`config.mk`:
```
export PLATFORM = sky130hd
export DESIGN_NAME = html_entity_decoder
export DESIGN_NICKNAME = d
export VERILOG_FILES = /design/src/hed_pkg.sv /design/src/html_entity_decoder.sv /design/src/hed_front.sv /design/src/hed_queue.sv /design/src/hed_back.sv
export SDC_FILE = /design/constraint.sdc
export NUM_CORES = 1
export LEC_CHECK = 0
export ABC_AREA = 1
export BUFFER_PORTS_ARGS = -buffer_cell sky130_fd_sc_hd__buf_4
export CAP_MARGIN = 20
export CORE_MARGIN = 4
export CORE_UTILIZATION = 60
export CTS_CLUSTER_SIZE = 14
export DETAILED_ROUTE_END_ITERATION = 8
export GPL_TIMING_DRIVEN = 0
export PLACE_DENSITY = 0.77
export SKIP_LAST_GASP = 1
export SYNTH_ARGS = -nofsm -noshare
export SYNTH_HDL_FRONTEND = slang
export SYNTH_SLANG_ARGS = --single-unit
```
`constraint.sdc`:
```
create_clock -name clk -period 4.7 [get_ports clk]
set_input_delay 0.47 -clock clk [delete_from_list [all_inputs] [get_ports clk]]
set_output_delay 0.47 -clock clk [all_outputs]
set_load 0.01 [all_outputs]
```
`src/hed_pkg.sv`:
```
// Shared constants and types of the HTML entity decoder.
package hed_pkg;

	localparam int MAX_ENTITY_LEN = 20;
	localparam int LEN_W          = 5;

	localparam int QUEUE_DEPTH = 4;
	localparam int QPTR_W      = $clog2(QUEUE_DEPTH);
	localparam int QCNT_W      = $clog2(QUEUE_DEPTH + 1);

	localparam logic [15:0] CH_AMP  = 16'h0026;
	localparam logic [15:0] CH_HASH = 16'h0023;
	localparam logic [15:0] CH_SEMI = 16'h003B;
	localparam logic [15:0] CH_X    = 16'h0078;

	localparam logic [20:0] CP_MAX = 21'h10FFFF;

	// One queued job for the back end: a decoded code point and/or a plain unit, or neither, plus a string-end flag.
	typedef struct packed {
		logic        code_en;
		logic [20:0] code;
		logic        unit_en;
		logic [15:0] unit;
		logic        str_end;
	} hed_rec_t;

	typedef struct packed {
		logic empty;
		logic full;
	} hed_qstat_t;

endpackage

```
`src/html_entity_decoder.sv`:
```
// Top level of the HTML entity decoder.
//
// Input channel text_valid/text_stall moves one word per cycle: kind 0 with
// a UTF-16 code unit, or kind 1 to close the string. Output channel
// dec_valid/dec_stall returns decoded words with unit_valid, string_end and
// last_of_run flags. Both sides use valid with stall; a word moves at an
// edge where valid is high and stall is low.
// The front end takes one input word every cycle and never waits on the
// output directly; it stalls only when its four-entry job queue is full.
// The back end sends one output word per cycle while dec_stall is low, so
// an input word that yields up to three results holds the back end for one
// output word per result; words that yield nothing (inside an entity) take
// no back-end time. Results pass through a queue entry and then the output
// register.
// When the receiver stalls, the output register holds its word and the
// queue absorbs up to four jobs before the input side is stalled.
// Reset clears the parser to plain text and empties the queue.
module html_entity_decoder (
	input  logic        clk,
	input  logic        arst_n,
	input  logic        text_valid,
	output logic        text_stall,
	input  logic        kind,
	input  logic [15:0] code_unit,
	output logic        dec_valid,
	input  logic        dec_stall,
	output logic [15:0] out_unit,
	output logic        unit_valid,
	output logic        string_end,
	output logic        last_of_run
);
	import hed_pkg::*;

	hed_rec_t   wr_rec, head;
	hed_qstat_t qstat;
	logic       push, pop;

	hed_front u_front (
		.clk        (clk),
		.arst_n     (arst_n),
		.text_valid (text_valid),
		.text_stall (text_stall),
		.kind       (kind),
		.code_unit  (code_unit),
		.qstat      (qstat),
		.push       (push),
		.rec        (wr_rec)
	);

	hed_queue u_queue (
		.clk    (clk),
		.arst_n (arst_n),
		.push   (push),
		.wr_rec (wr_rec),
		.pop    (pop),
		.head   (head),
		.qstat  (qstat)
	);

	hed_back u_back (
		.clk         (clk),
		.arst_n      (arst_n),
		.head        (head),
		.qstat       (qstat),
		.pop         (pop),
		.dec_valid   (dec_valid),
		.dec_stall   (dec_stall),
		.out_unit    (out_unit),
		.unit_valid  (unit_valid),
		.string_end  (string_end),
		.last_of_run (last_of_run)
	);

endmodule

```
`src/hed_front.sv`:
```
// Front end: accepts text words, tracks entity parsing and queues emission jobs.
module hed_front (
	input  logic              clk,
	input  logic              arst_n,
	input  logic              text_valid,
	output logic              text_stall,
	input  logic              kind,
	input  logic [15:0]       code_unit,
	input  hed_pkg::hed_qstat_t qstat,
	output logic              push,
	output hed_pkg::hed_rec_t rec
);
	import hed_pkg::*;

	localparam logic [2:0] MODE_TEXT = 3'd0;
	localparam logic [2:0] MODE_AMP  = 3'd1;
	localparam logic [2:0] MODE_NAME = 3'd2;
	localparam logic [2:0] MODE_NUM  = 3'd3;
	localparam logic [2:0] MODE_DEC  = 3'd4;
	localparam logic [2:0] MODE_HEX  = 3'd5;

	function automatic logic [15:0] ch(input logic [7:0] c);
		return {8'h00, c};
	endfunction

	function automatic logic is_space(input logic [15:0] u);
		return (u >= 16'h0009 && u <= 16'h000D) || u == 16'h0020 ||
			u == 16'h0085 || u == 16'h00A0;
	endfunction

	logic [2:0]       mode_q, mode_d;
	logic [LEN_W-1:0] len_q, len_d;
	logic [15:0]      prefix_q [4];
	logic [20:0]      value_q, value_d;
	logic             invalid_q, inv_d;

	logic        accept;
	logic        dig_ok;
	logic [3:0]  dig;
	logic [24:0] scaled, sum;
	logic [20:0] name_c, fin_code;
	logic        code_ok;
	logic        finishing, unit_en, start, do_digit, pf_we;

	assign text_stall = qstat.full;
	assign accept     = text_valid && !text_stall;

	always_comb begin
		dig_ok = 1'b0;
		dig    = 4'd0;
		if (code_unit >= ch("0") && code_unit <= ch("9")) begin
			dig_ok = 1'b1;
			dig    = code_unit[3:0];
		end else if (mode_q == MODE_HEX && ((code_unit >= ch("a") && code_unit <= ch("f")) ||
				(code_unit >= ch("A") && code_unit <= ch("F")))) begin
			dig_ok = 1'b1;
			dig    = code_unit[3:0] + 4'd9;
		end
	end

	assign scaled = (mode_q == MODE_HEX) ? {value_q, 4'b0000} :
		({1'b0, value_q, 3'b000} + {3'b000, value_q, 1'b0});
	assign sum    = scaled + {21'd0, dig};

	always_comb begin
		name_c = 21'd0;
		if (len_q == LEN_W'(4) && prefix_q[0] == ch("q") && prefix_q[1] == ch("u") &&
				prefix_q[2] == ch("o") && prefix_q[3] == ch("t")) begin
			name_c = 21'h22;
		end else if (len_q == LEN_W'(4) && prefix_q[0] == ch("a") && prefix_q[1] == ch("p") &&
				prefix_q[2] == ch("o") && prefix_q[3] == ch("s")) begin
			name_c = 21'h27;
		end else if (len_q == LEN_W'(2) && prefix_q[0] == ch("l") && prefix_q[1] == ch("t")) begin
			name_c = 21'h3C;
		end else if (len_q == LEN_W'(2) && prefix_q[0] == ch("g") && prefix_q[1] == ch("t")) begin
			name_c = 21'h3E;
		end else if (len_q == LEN_W'(3) && prefix_q[0] == ch("a") && prefix_q[1] == ch("m") &&
				prefix_q[2] == ch("p")) begin
			name_c = 21'h26;
		end
	end

	always_comb begin
		case (mode_q)
			MODE_NAME: fin_code = name_c;
			MODE_DEC:  fin_code = invalid_q ? 21'd0 : value_q;
			MODE_HEX:  fin_code = (!invalid_q && len_q > LEN_W'(1)) ? value_q : 21'd0;
			default:   fin_code = 21'd0;
		endcase
	end

	assign code_ok = fin_code != 21'd0 && fin_code <= CP_MAX;

	always_comb begin
		mode_d    = mode_q;
		len_d     = len_q;
		value_d   = value_q;
		inv_d     = invalid_q;
		finishing = 1'b0;
		unit_en   = 1'b0;
		start     = 1'b0;
		do_digit  = 1'b0;
		pf_we     = 1'b0;
		if (kind) begin
			finishing = mode_q != MODE_TEXT;
			mode_d    = MODE_TEXT;
		end else if (mode_q == MODE_TEXT) begin
			if (code_unit == CH_AMP) start = 1'b1;
			else unit_en = 1'b1;
		end else if (mode_q == MODE_AMP && code_unit == CH_HASH) begin
			mode_d = MODE_NUM;
		end else if (code_unit == CH_SEMI || is_space(code_unit) ||
				len_q >= LEN_W'(MAX_ENTITY_LEN)) begin
			finishing = 1'b1;
			mode_d    = MODE_TEXT;
			if (code_unit != CH_SEMI) begin
				if (code_unit == CH_AMP) start = 1'b1;
				else unit_en = 1'b1;
			end
		end else begin
			len_d = len_q + LEN_W'(1);
			case (mode_q)
				MODE_AMP, MODE_NAME: begin
					mode_d = MODE_NAME;
					pf_we  = len_q < LEN_W'(4);
				end
				MODE_NUM: begin
					if (code_unit == CH_X) begin
						mode_d = MODE_HEX;
					end else begin
						mode_d   = MODE_DEC;
						do_digit = 1'b1;
					end
				end
				MODE_DEC, MODE_HEX: do_digit = 1'b1;
				default: ;
			endcase
		end
		if (start) begin
			mode_d  = MODE_AMP;
			len_d   = '0;
			value_d = 21'd0;
			inv_d   = 1'b0;
		end
		// Once a number is invalid its value is never used again.
		if (do_digit) begin
			if (!dig_ok) begin
				inv_d = 1'b1;
			end else if (!invalid_q) begin
				value_d = sum[20:0];
				inv_d   = sum > {4'd0, CP_MAX};
			end
		end
	end

	assign rec.code_en = finishing && code_ok;
	assign rec.code    = fin_code;
	assign rec.unit_en = unit_en;
	assign rec.unit    = code_unit;
	assign rec.str_end = kind;
	assign push        = accept && (rec.code_en || unit_en || kind);

	always_ff @(posedge clk or negedge arst_n) begin
		if (!arst_n) begin
			mode_q    <= MODE_TEXT;
			len_q     <= '0;
			value_q   <= 21'd0;
			invalid_q <= 1'b0;
		end else if (accept) begin
			mode_q    <= mode_d;
			len_q     <= len_d;
			value_q   <= value_d;
			invalid_q <= inv_d;
		end
	end

	always_ff @(posedge clk) begin
		if (accept && pf_we) begin
			prefix_q[len_q[1:0]] <= code_unit;
		end
	end

endmodule

```
`src/hed_queue.sv`:
```
// Short job queue between the front and back ends.
module hed_queue (
	input  logic                clk,
	input  logic                arst_n,
	input  logic                push,
	input  hed_pkg::hed_rec_t   wr_rec,
	input  logic                pop,
	output hed_pkg::hed_rec_t   head,
	output hed_pkg::hed_qstat_t qstat
);
	import hed_pkg::*;

	hed_rec_t          mem_q [QUEUE_DEPTH];
	logic [QPTR_W-1:0] wr_ptr_q, rd_ptr_q;
	logic [QCNT_W-1:0] cnt_q;

	function automatic logic [QPTR_W-1:0] ptr_next(input logic [QPTR_W-1:0] p);
		return (p == QPTR_W'(QUEUE_DEPTH - 1)) ? '0 : p + QPTR_W'(1);
	endfunction

	assign qstat.empty = cnt_q == '0;
	assign qstat.full  = cnt_q == QCNT_W'(QUEUE_DEPTH);
	assign head        = mem_q[rd_ptr_q];

	always_ff @(posedge clk) begin
		if (push) begin
			mem_q[wr_ptr_q] <= wr_rec;
		end
	end

	always_ff @(posedge clk or negedge arst_n) begin
		if (!arst_n) begin
			wr_ptr_q <= '0;
			rd_ptr_q <= '0;
			cnt_q    <= '0;
		end else begin
			if (push) wr_ptr_q <= ptr_next(wr_ptr_q);
			if (pop) rd_ptr_q <= ptr_next(rd_ptr_q);
			if (push && !pop) cnt_q <= cnt_q + QCNT_W'(1);
			else if (pop && !push) cnt_q <= cnt_q - QCNT_W'(1);
		end
	end

	a_no_push_full: assert property (@(posedge clk) disable iff (!arst_n)
		push |-> !qstat.full)
		else $error("queue written while full");
	a_no_pop_empty: assert property (@(posedge clk) disable iff (!arst_n)
		pop |-> !qstat.empty)
		else $error("queue read while empty");

endmodule

```
`src/hed_back.sv`:
```
// Back end: expands queued jobs into output words through an output register.
module hed_back (
	input  logic                clk,
	input  logic                arst_n,
	input  hed_pkg::hed_rec_t   head,
	input  hed_pkg::hed_qstat_t qstat,
	output logic                pop,
	output logic                dec_valid,
	input  logic                dec_stall,
	output logic [15:0]         out_unit,
	output logic                unit_valid,
	output logic                string_end,
	output logic                last_of_run
);
	import hed_pkg::*;

	localparam logic [1:0] PH_CODE = 2'd0;
	localparam logic [1:0] PH_LOW  = 2'd1;
	localparam logic [1:0] PH_UNIT = 2'd2;
	localparam logic [1:0] PH_BARE = 2'd3;

	logic [1:0]  phase_q, start_ph, cur_ph, next_ph;
	logic        first_q;
	logic        big, last, load;
	logic [20:0] off;
	logic [15:0] word;
	logic        word_ok;

	logic        out_valid_q;
	logic [15:0] out_unit_q;
	logic        unit_valid_q, string_end_q, last_q;

	assign big = |head.code[20:16];
	assign off = head.code - 21'h10000;

	always_comb begin
		if (head.code_en) start_ph = PH_CODE;
		else if (head.unit_en) start_ph = PH_UNIT;
		else start_ph = PH_BARE;
	end

	assign cur_ph = first_q ? start_ph : phase_q;

	always_comb begin
		next_ph = PH_BARE;
		last    = 1'b1;
		word    = 16'd0;
		word_ok = 1'b1;
		case (cur_ph)
			PH_CODE: begin
				if (big) begin
					word    = 16'hD800 + {6'd0, off[19:10]};
					next_ph = PH_LOW;
					last    = 1'b0;
				end else begin
					word    = head.code[15:0];
					next_ph = PH_UNIT;
					last    = !head.unit_en;
				end
			end
			PH_LOW: begin
				word    = 16'hDC00 + {6'd0, off[9:0]};
				next_ph = PH_UNIT;
				last    = !head.unit_en;
			end
			PH_UNIT: word = head.unit;
			default: word_ok = 1'b0;
		endcase
	end

	assign load = !qstat.empty && (!out_valid_q || !dec_stall);
	assign pop  = load && last;

	always_ff @(posedge clk or negedge arst_n) begin
		if (!arst_n) begin
			out_valid_q <= 1'b0;
			first_q     <= 1'b1;
			phase_q     <= PH_CODE;
		end else begin
			if (load) begin
				out_valid_q <= 1'b1;
				first_q     <= last;
				phase_q     <= next_ph;
			end else if (!dec_stall) begin
				out_valid_q <= 1'b0;
			end
		end
	end

	always_ff @(posedge clk) begin
		if (load) begin
			out_unit_q   <= word;
			unit_valid_q <= word_ok;
			string_end_q <= head.str_end && last;
			last_q       <= last;
		end
	end

	assign dec_valid   = out_valid_q;
	assign out_unit    = out_unit_q;
	assign unit_valid  = unit_valid_q;
	assign string_end  = string_end_q;
	assign last_of_run = last_q;

	a_end_is_last: assert property (@(posedge clk) disable iff (!arst_n)
		dec_valid && string_end |-> last_of_run)
		else $error("string end on a word that is not the last of its run");
	a_bare_word: assert property (@(posedge clk) disable iff (!arst_n)
		dec_valid && !unit_valid |-> string_end && out_unit == 16'd0)
		else $error("bare word without string end or with nonzero unit");

endmodule
```
==> summary.txt, run 1 <==
status: finished clean
syn_area_per_cell: 9.38 µm²
number of max-slew violations in the final report: 0
Sink Count: 284
# IOs: 42
share of post-route cells with drive strength above 1: 8.45%
Max-Slew Margin vs Limit: 26.9%
vias per cell: 5.79
Worst-path clk slew: 0.07 ns
FP Rows: 56
top cell family by delay on the critical path: simple AND/OR/NAND/NOR gates
Die X-Extent: 163 µm
fin nets: 1,677
Critical Path Stages: 27
PD cells: 537 nW/µm²
Async SR Flop Fraction: 14.4%
Area Growth Syn to Fin: 11.9%
WP data arrival: 4.78 ns
global-route wire length before repair: 57,100 µm
WL/cell: 18.3 µm
Synth Net Count: 1,599
crit share post-route: 92.2%
clk_lat worst skew: 0.55 ns
DIE AREA: 26,600 µm²
total number of vias: 11,300
Post-synth EDFFs: 243
Final min period: 4.34 ns
total power: 8.67 mW
Hold Path Class: in2reg
top cells by area, synth: edfxtp_1, nand2_1, dfrtp_1
commonest non-fill, non-tap cell in the layout: nand2_1
largest net degree at the start of global routing: 42
Detailed Route WL: 35,800 µm
Final Setup Violations: 0
leakage: 6.44 nW
Setup Total Neg Slack: 0 ns
crit-path max FO: 10
hold path start: kind
vias in the first global route: 11,100
Num CTS Buffers: 27
Post-Syn Area: 14,400 µm²
most used cell, CP: nand2_1
R2R depth: 27
initial antenna violation count: 0
Synth cell types: 55
Max-Cap Viols: 0
Peak Freq: 231 MHz
maximum VDD drop: 408 µV
Crit Path Category: reg2reg
Ys Warns: 0
Worst EP required: 5.14 ns
CP peak stage delay: 0.45 ns
Setup Skew: 0.0260 ns
htree depth: 1
number of diodes: 0
iteration-0 DRC count of the detailed router: 1,271
Worst Tran Pin Value: 1.09 ns
grt total ovfl: 0
Fin Hold WS: 0.159 ns
Top FF cell, synth: edfxtp_1
Hold Path Cell Cnt: 1
register area share after synthesis: 57.8%
Synth area leader: edfxtp_1
Bufs on Longest Clock Path: 3
Placed Area: 15,300 µm²
Final Hold Fails: 0
worst reg-to-reg setup slack: 0.36 ns
Final ANT Viol Nets: 0
commonest non-fill, non-tap cells in the layout: nand2_1, edfxtp_1, nor2_1
Synth Register Bits: 284
CORE AREA: 23,500 µm²
PortBufs: 41
FF-to-FF End: u_front.invalid_q$_DFFE_PN0P_
CTS tree: built
Root Driver: clkbuf_16
Post-route DRC: 0
WP buf/inv: 4
initial core utilization: 61.2%
Final HPWL DP: 25,800 µm
Max stage delay cell, worst path: fa_1
share of the synthesized area in the top cell type: 50.6%
reg2reg start: u_front.mode_q[1]$_DFFE_PN0P_
Placer Congestion: 0.925
drt pass-1 iters: 6
die height: 163 µm
hold endpoint: u_queue.mem_q[0][0]$_DFFE_PP_
Mapped Cells: 1,536
crit path launch type: register
nature of the critical path endpoint: register
final instance area: 16,100 µm²
total track usage: 27.3%
RSZ-0062 raised after global routing: yes
-- worst max path at each step --
stage / endpoint / slack, ns / from
6_report: u_front.invalid_q$_DFFE_PN0P_ / 0.36 / u_front.mode_q[1]$_DFFE_PN0P_
2_1_floorplan: u_queue.mem_q[0][0]$_DFFE_PP_ / 0.40 / code_unit[1]
5_1_grt: u_front.invalid_q$_DFFE_PN0P_ / -0.04 / u_front.mode_q[1]$_DFFE_PN0P_
3_3_place_gp: u_queue.mem_q[3][13]$_DFFE_PP_ / -1.97 / code_unit[1]
4_1_cts: u_front.invalid_q$_DFFE_PN0P_ / 0.33 / u_front.mode_q[2]$_DFFE_PN0P_
3_5_place_dp: u_front.invalid_q$_DFFE_PN0P_ / -0.02 / code_unit[0]
-- flip-flops by register name (all words and copies together) (netlist names) --
signal,count
u_queue.mem_q,160
u_front.prefix_q,64
u_front.value_q,21
u_back.out_unit,16
u_front.len_q,5
u_front.mode_q,3
u_queue.cnt_q,3
u_back.phase_q,2
u_queue.rd_ptr_q,2
u_queue.wr_ptr_q,2
u_back.dec_valid,1
u_back.first_q,1
u_back.last_of_run,1
u_back.string_end,1
u_back.unit_valid,1
u_front.invalid_q,1
-- Yosys cell counts (all sizes together), types with 12 or more instances --
cell type	number
xor2	12
o21ai	136
nor2	223
dfrtp	40
clkbuf	34
nand3	80
a21oi	62
o22ai	41
inv	183
nand4	36
ha	39
nor3	23
edfxtp	243
nand2	307
-- routing by layer --
metal | vias up | part of all wire (%) | track usage (%)
met1 | 5346 | 41 | 38.0
met4 | 0 | 2.2 | 8.43
met2 | 470 | 49 | 45.6
li1 | 5420 | - | -
met3 | 60 | 7.8 | 3.37
met5 | - | 0 | 0
-- cell type report --
cell class                      instances  area (µm²)
Buffer                                 42         181
Clock buffer                           31         691
Clock inverter                         17         160
Fill cell                            1809        7410
Inverter                              185         694
Multi-Input combinational cell       1024        5240
Sequential cell                       284        8320
Tap cell                              319         399
Timing Repair Buffer                   50         435
-- per-stage QoR --
| stage | instances | utilization, % | setup slack (ns) |
|---|---|---|---|
| 6_report | 1952 | 68.5 | 0.364 |
| 5_1_grt | 1952 | 68.5 | -0.0425 |
| 4_1_cts | 1953 | 68.5 | 0.333 |
| 3_5_place_dp | 1904 | 64.8 | -0.0249 |
| 3_3_place_gp | 1896 | 64.2 | -1.97 |
| 2_1_floorplan | 1536 | - | 0.397 |
-- timing repair --
item / 4_1_cts / 5_1_grt
endpoints found under the setup margin: 0 / 2
gates resized for setup: 0 / 1
setup buffers: 0 / 0
hold buffers: 1 / 0
endpoints found under the hold margin: 40 / 0
-- logic make-up (layout without fill, tap and decap cells) --
kind of cell / Yosys count / after routing / share of synthesized area (%)
adder cells (fa/ha/maj): 42 / 42 / 3.80
AND/OR/NAND/NOR: 692 / 692 / 20.7
multiplexers: 1 / 1 / 0.0781
XOR/XNOR: 16 / 16 / 0.972
AO/OA/AOI/OAI: 273 / 273 / 10.6
buffers and inverters: 228 / 325 / 6.10
flip-flops: 284 / 284 / 57.8
-- where the power goes --
group / switching [mW] / leakage, nW / internal (mW)
registers: 0.184 / 2.77 / 3.29
clock network: 0.897 / 0.421 / 1.21
logic: 2.13 / 3.25 / 0.950
No activity file was read; power rests on OpenSTA's default activity.
==> run 2: changes to the inputs <==
CORE_UTILIZATION = 57   (was 60)
clock period = 3.47 ns   (was 4.7 ns; I/O delays follow)
==> run 2 against run 1 <==
Maximum frequency is 15% higher; the flow now finishes with violations (setup timing); critical endpoint is now u_front.value_q[5]$_DFFE_PN0P_; critical path type unchanged; routed wire length is 7.6% higher; count of clock-buffer cells in the layout is 3 higher.
==> summary.txt, run 2 (synthesis gave the netlist of run 1 again) <==
status: complete, but fails checks (was finished clean)
failing checks: setup timing
combinational share of power: 38.3% (was 35.5%)
Max-Slew Margin vs Limit: 42.7% (was 26.9%)
Max-Cap Viols: 0 (unchanged)
Cells after DPL: 1,909 (was 1,904)
Placer Congestion: 0.942 (was 0.925)
die height: 167 µm (was 163 µm)
critical-path cell list: inv_2 > nand3_4 > buf_6 > a2111o_1 > o22ai_2 > ha_2 > inv_2 > fa_2 > o21bai_4 > nand3_2 > buf_4 > buf_6 > buf_4 > buf_4 > buf_4 > buf_4 > buf_4 > buf_4 > buf_4 > buf_4 > xor2_1 > o21ai_1 > o22ai_1
internal power: 7.58 mW (was 5.46 mW)
WL/cell: 19.0 µm (was 18.3 µm)
Hold Path Class: in2reg (unchanged)
Post-route DRC: 0 (unchanged)
switching power of the nets: 4.60 mW (was 3.21 mW)
Die X-Extent: 167 µm (was 163 µm)
htree depth: 1 (unchanged)
nature of the critical path endpoint: register (unchanged)
Final Setup Violations: 34 (was 0)
Area Growth Syn to Fin: 18.8% (was 11.9%)
reg2reg start: u_front.mode_q[1]$_DFFE_PN0P_ (unchanged)
vias in the first global route: 11,300 (was 11,100)
PortBufs: 41 (unchanged)
total track usage: 26.4% (was 27.3%)
Largest register FFs: 160 (unchanged)
most used cell, CP: buf_4 (was nand2_1)
Setup Total Neg Slack: -4.82 ns (was 0 ns)
slack of the critical path: -0.310 ns (was 0.364 ns)
# IOs: 42 (unchanged)
largest net degree at the start of global routing: 42 (unchanged)
RSZ-0062 raised after global routing: yes (unchanged)
drt pass-1 iters: 7 (was 6)
Bufs on Longest Clock Path: 3 (unchanged)
leakage: 6.87 nW (was 6.44 nW)
sequential power share: 38.8% (was 40.1%)
vias per cell: 5.85 (was 5.79)
Final min period: 3.78 ns (was 4.34 ns)
share of post-route cells with drive strength above 1: 16.9% (was 8.45%)
commonest non-fill, non-tap cells in the layout: nand2_1, edfxtp_1, nor2_1 (unchanged)
Hold Path Cell Cnt: 1 (unchanged)
commonest non-fill, non-tap cell in the layout: nand2_1 (unchanged)
Max stage delay cell, worst path: dfrtp_1 (was fa_1)
Worst-path clk slew: 0.07 ns (about the same)
grt total ovfl: 0 (unchanged)
crit share post-route: 109% (was 92.2%)
Num CTS Buffers: 27 (unchanged)
R2R depth: 23 (was 27)
DIE AREA: 27,900 µm² (was 26,600 µm²)
hold endpoint: u_queue.mem_q[3][0]$_DFFE_PP_ (was u_queue.mem_q[0][0]$_DFFE_PP_)
Peak Freq: 265 MHz (was 231 MHz)
number of diodes: 0 (unchanged)
Worst Tran Pin Value: 0.854 ns (was 1.09 ns)
worst reg-to-reg setup slack: -0.31 ns (was 0.36 ns)
crit path launch type: register (unchanged)
Worst EP required: 3.87 ns (was 5.14 ns)
WP data arrival: 4.18 ns (was 4.78 ns)
hold path start: kind (unchanged)
Biggest register: u_queue.mem_q (unchanged)
Sink Count: 284 (unchanged)
CP peak stage delay: 0.39 ns (was 0.45 ns)
maximum VDD drop: 476 µV (was 408 µV)
global-route wire length before repair: 59,200 µm (was 57,100 µm)
clock network fraction of design power: 22.9% (was 24.4%)
Root Driver: clkbuf_16 (unchanged)
number of max-slew violations in the final report: 0 (unchanged)
CTS tree: built (unchanged)
Final Hold Fails: 0 (unchanged)
PD cells: 711 nW/µm² (was 537 nW/µm²)
FF-to-FF End: u_front.value_q[5]$_DFFE_PN0P_ (was u_front.invalid_q$_DFFE_PN0P_)
Final ANT Viol Nets: 0 (unchanged)
clk_lat worst skew: 0.54 ns (was 0.55 ns)
Final HPWL DP: 25,900 µm (was 25,800 µm)
CORE AREA: 24,600 µm² (was 23,500 µm²)
iteration-0 DRC count of the detailed router: 1,233 (was 1,271)
initial antenna violation count: 0 (unchanged)
crit-path max FO: 4 (was 10)
initial core utilization: 58.6% (was 61.2%)
Crit Path Category: reg2reg (unchanged)
switching share of power: 37.8% (was 37.0%)
fin nets: 1,744 (was 1,677)
Setup Skew: 0.0183 ns (was 0.0260 ns)
FP Rows: 57 (was 56)
Detailed Route WL: 38,500 µm (was 35,800 µm)
Finished Layout Cells: 2,025 (was 1,952)
total number of vias: 11,900 (was 11,300)
[run 2: cell count changes in the layout (fill, tap and decap cells not counted), moves of 8 or more]
cell,previous run,this run
inv_2,5,14
inv_1,178,166
nor2_4,6,14
o21ai_0,130,119
nand2_1,300,290
nor2_2,10,19
nor2_1,207,190
nand3_1,75,67
buf_4,46,104
[run 2: layout make-up]
cell class                      instances  area [µm²]
Buffer                                 42         199
Clock buffer                           34         732
Clock inverter                         15         103
Fill cell                            1764        7490
Inverter                              185         703
Multi-Input combinational cell       1024        5640
Sequential cell                       284        8330
Tap cell                              324         405
Timing Repair Buffer                  117        1000
[run 2: how the worst max path moves through the flow]
| stage | from | end | slack, ns | depth (start not counted) |
|---|---|---|---|---|
| floorplan | code_unit[0] | u_front.invalid_q$_DFFE_PN0P_ | -0.11 | 30 |
| global placement | code_unit[1] | u_queue.mem_q[3][13]$_DFFE_PP_ | -1.13 | 17 |
| detailed placement | code_unit[1] | u_queue.cnt_q[2]$_DFFE_PN0P_ | -1.16 | 23 |
| CTS | u_front.mode_q[1]$_DFFE_PN0P_ | u_front.invalid_q$_DFFE_PN0P_ | -0.22 | 26 |
| global route | u_front.mode_q[1]$_DFFE_PN0P_ | u_front.value_q[5]$_DFFE_PN0P_ | -0.45 | 23 |
| finish | u_front.mode_q[1]$_DFFE_PN0P_ | u_front.value_q[5]$_DFFE_PN0P_ | -0.31 | 23 |
[run 2: per-stage QoR]
| step | util, % | hold WS (ns) | setup slack, ns | cell area, µm² | total power, mW |
|---|---|---|---|---|---|
| finish | 69.6 | 0.0392 | -0.310 | 17100 | 12.2 |
| global route | 69.6 | 0.0370 | -0.445 | 17100 | 12.8 |
| CTS | 67.7 | 0.0287 | -0.221 | 16700 | 11.8 |
| detailed placement | 62.2 | 0.366 | -1.16 | 15300 | 8.86 |
| global placement | 61.7 | 0.371 | -1.13 | 15200 | 8.69 |
| floorplan | - | 0.0514 | -0.108 | 14500 | 7.37 |
[run 2: worst max-delay path: cells and delay by family, from the launching register on]
kind / cells / cell delay [ns]
fa+ha+maj: 2 / 0.57
xor+xnor: 1 / 0.15
buf+inv: 13 / 1.49
compound gates: 5 / 0.82
simple gates: 2 / 0.19
flops: 1 / 0.39
[run 2: layer usage]
layer  global-route usage, %  part of all wire, %  up-vias
met5                       0                    0        -
met4                    7.29                  2.3        0
met3                    2.92                  7.3       57
met2                    45.0                   49      547
met1                    36.4                   41     5679
li1                        -                    -     5573
[run 2: what timing repair did]
action	in CTS	in global routing
gates resized for setup	53	68
pin swaps	23	34
buffers inserted	43	24
gates cloned	0	1
setup endpoints to repair	172	171
hold buffers	1	0
hold endpoints to repair	40	0
[run 2: power groups by stage]
stage | combinational (mW) | clock (mW) | sequential, mW
after floorplan | 2.61 | 0 | 4.76
after global placement | 3.94 | 0 | 4.76
after detailed placement | 4.10 | 0 | 4.77
after CTS | 4.32 | 2.78 | 4.71
after global routing | 5.06 | 2.96 | 4.76
final | 4.67 | 2.79 | 4.72
==> run 3: changes to the inputs <==
RECOVER_POWER = 25   (was unset)
==> run 3 against run 2 <==
The flow still finishes with violations (setup timing); maximum frequency decreased by 0.17%; first-iteration DRC count rose by 4.3%; flip-flop and latch count is the same; register-to-register slack about the same; via count down 0.13%; cell count stayed put; die area is the same; critical path depth increased by 3; sequential power about the same; design area down 0.13%; clock skew fell by 0.0012 ns; largest cell class unchanged; highest routed layer unchanged.
==> summary.txt, run 3 (synthesis gave the netlist of run 1 again) <==
top cell family by delay on the critical path: buffers and inverters (unchanged)
Area Growth Syn to Fin: 18.6% (was 18.8%)
Die X-Extent: 167 µm (unchanged)
final instance area: 17,100 µm² (about the same)
total track usage: 26.4% (unchanged)
Detailed Route WL: 38,500 µm (about the same)
Placer Congestion: 0.942 (unchanged)
maximum VDD drop: 476 µV (about the same)
largest net degree at the start of global routing: 42 (unchanged)
# IOs: 42 (unchanged)
Final min period: 3.79 ns (was 3.78 ns)
Final HPWL DP: 25,900 µm (unchanged)
Final Setup Violations: 34 (unchanged)
Root Driver: clkbuf_16 (unchanged)
CP peak stage delay: 0.40 ns (was 0.39 ns)
initial antenna violation count: 0 (unchanged)
Setup Skew: 0.0172 ns (was 0.0183 ns)
Post-route DRC: 0 (unchanged)
Worst EP required: 3.87 ns (about the same)
DIE AREA: 27,900 µm² (unchanged)
crit-path max FO: 9 (was 4)
die height: 167 µm (unchanged)
CTS tree: built (unchanged)
fin nets: 1,744 (unchanged)
number of max-slew violations in the final report: 0 (unchanged)
crit share post-route: 109% (about the same)
Final Hold Fails: 0 (unchanged)
failing checks: setup timing (unchanged)
Routed met3 length: 2980 µm (was 2820 µm)
Worst-path clk slew: 0.07 ns (about the same)
WL met1: 15,800 µm (was 16,000 µm)
share of post-route cells with drive strength above 1: 16.5% (was 16.9%)
Top Layer Used: met4 (unchanged)
iteration-0 DRC count of the detailed router: 1,286 (was 1,233)
total power: 12.2 mW (about the same)
RSZ-0062 raised after global routing: yes (unchanged)
clk_lat worst skew: 0.54 ns (about the same)
slack of the critical path: -0.317 ns (was -0.310 ns)
Crit Path Category: in2reg (was reg2reg)
Biggest register: u_queue.mem_q (unchanged)
global-route wire length before repair: 59,200 µm (unchanged)
status: complete, but fails checks (unchanged)
vias in the first global route: 11,300 (unchanged)
WP data arrival: 4.19 ns (was 4.18 ns)
nature of the critical path endpoint: register (unchanged)
htree depth: 1 (unchanged)
WL met2: 18,700 µm (was 18,900 µm)
Max stage delay cell, worst path: clkbuf_1 (was dfrtp_1)
total number of vias: 11,800 (was 11,900)
PortBufs: 41 (unchanged)
Setup Total Neg Slack: -4.83 ns (was -4.82 ns)
vias per cell: 5.85 (about the same)
drt pass-1 iters: 8 (was 7)
grt total ovfl: 0 (unchanged)
Worst Tran Pin Value: 0.856 ns (was 0.854 ns)
Largest register FFs: 160 (unchanged)
initial core utilization: 58.6% (unchanged)
Num CTS Buffers: 27 (unchanged)
register area: 8330 µm² (unchanged)
Setup WS pre-CTS: -1.16 ns (unchanged)
multi-input logic area: 5640 µm² (unchanged)
Hold Path Class: in2reg (unchanged)
number of diodes: 0 (unchanged)
WP buf/inv: 14 (was 13)
Final ANT Viol Nets: 0 (unchanged)
Sink Count: 284 (unchanged)
commonest non-fill, non-tap cell in the layout: nand2_1 (unchanged)
CORE AREA: 24,600 µm² (unchanged)
Peak Freq: 264 MHz (was 265 MHz)
PD cells: 712 nW/µm² (was 711 nW/µm²)
WL/cell: 19.0 µm (about the same)
Fillers: 1,770 (was 1,764)
FP Rows: 57 (unchanged)
most used cell, CP: buf_4 (unchanged)
Max-Slew Margin vs Limit: 42.9% (was 42.7%)
crit path launch type: input pin (was register)
commonest non-fill, non-tap cells in the layout: nand2_1, edfxtp_1, nor2_1 (unchanged)
Max-Cap Viols: 0 (unchanged)
Layout Utilization: 69.5% (was 69.6%)
Bufs on Longest Clock Path: 3 (unchanged)
Placed Area: 15,300 µm² (unchanged)
leakage: 6.85 nW (was 6.87 nW)
## run 3: changes by cell type in the layout (fill, tap and decap cells not counted)
cell and delta:
buf_4 -6, clkbuf_1 +6
## run 3: worst min-delay path: stages
cell and delay, ns:
buf_4 0.07, nand2_1 0.05, nand2_1 0.07
## run 3: final cells by class
| type | instances | area share, % |
|---|---|---|
| plain buffers | 42 | 1.16 |
| multi-input cells | 1024 | 33.0 |
| inverters | 185 | 4.11 |
| flip-flops and latches | 284 | 48.7 |
| repair buffers | 117 | 5.75 |
| clock buffers | 34 | 4.28 |
| clock inverters | 15 | 0.600 |
| well taps | 324 | 2.37 |
## run 3: power by group
| group | internal [mW] | switching [mW] | leakage (nW) | total [mW] |
|---|---|---|---|---|
| clock | 1.57 | 1.22 | 0.413 | 2.79 |
| combinational | 1.55 | 3.12 | 3.67 | 4.67 |
| sequential | 4.46 | 0.261 | 2.77 | 4.72 |
## run 3: worst paths after layout
check                           cells past startpoint                        endpoint                           from  slack (ns)
worst max-delay path                               26  u_front.value_q[5]$_DFFE_PN0P_                  code_unit[13]       -0.32
worst min-delay path                                3    u_back.dec_valid$_DFFE_PN0P_                      dec_stall        0.05
worst max register to register                     23  u_front.value_q[5]$_DFFE_PN0P_  u_front.mode_q[1]$_DFFE_PN0P_       -0.30
worst min register to register                      2      u_back.first_q$_DFFE_PN1P_     u_back.first_q$_DFFE_PN1P_        0.50
max in group asynchronous                           2  u_front.value_q[0]$_DFFE_PN0P_                         arst_n        2.68
min in group asynchronous                           2    u_back.dec_valid$_DFFE_PN0P_                         arst_n        0.36
## run 3: per-layer routing
metal	GRT usage, %	vias to the layer above
li1	-	5573
met1	36.4	5646
met2	45.0	551
met3	2.92	70
met4	7.29	0
met5	0	-
## run 3: timing repair
item / in CTS / in global routing
gates cloned: 0 / 1
setup endpoints to repair: 172 / 171
resized for setup: 53 / 68
hold buffers: 1 / 0
hold endpoints to repair: 40 / 0
setup buffers: 43 / 24
pin swaps: 23 / 34
## run 3: metrics by stage
step / hold WS [ns] / std cells
4_1_cts: 0.0287 / 2001
2_1_floorplan: 0.0514 / 1536
3_3_place_gp: 0.371 / 1901
6_report: 0.0498 / 2025
5_1_grt: 0.0586 / 2025
3_5_place_dp: 0.366 / 1909
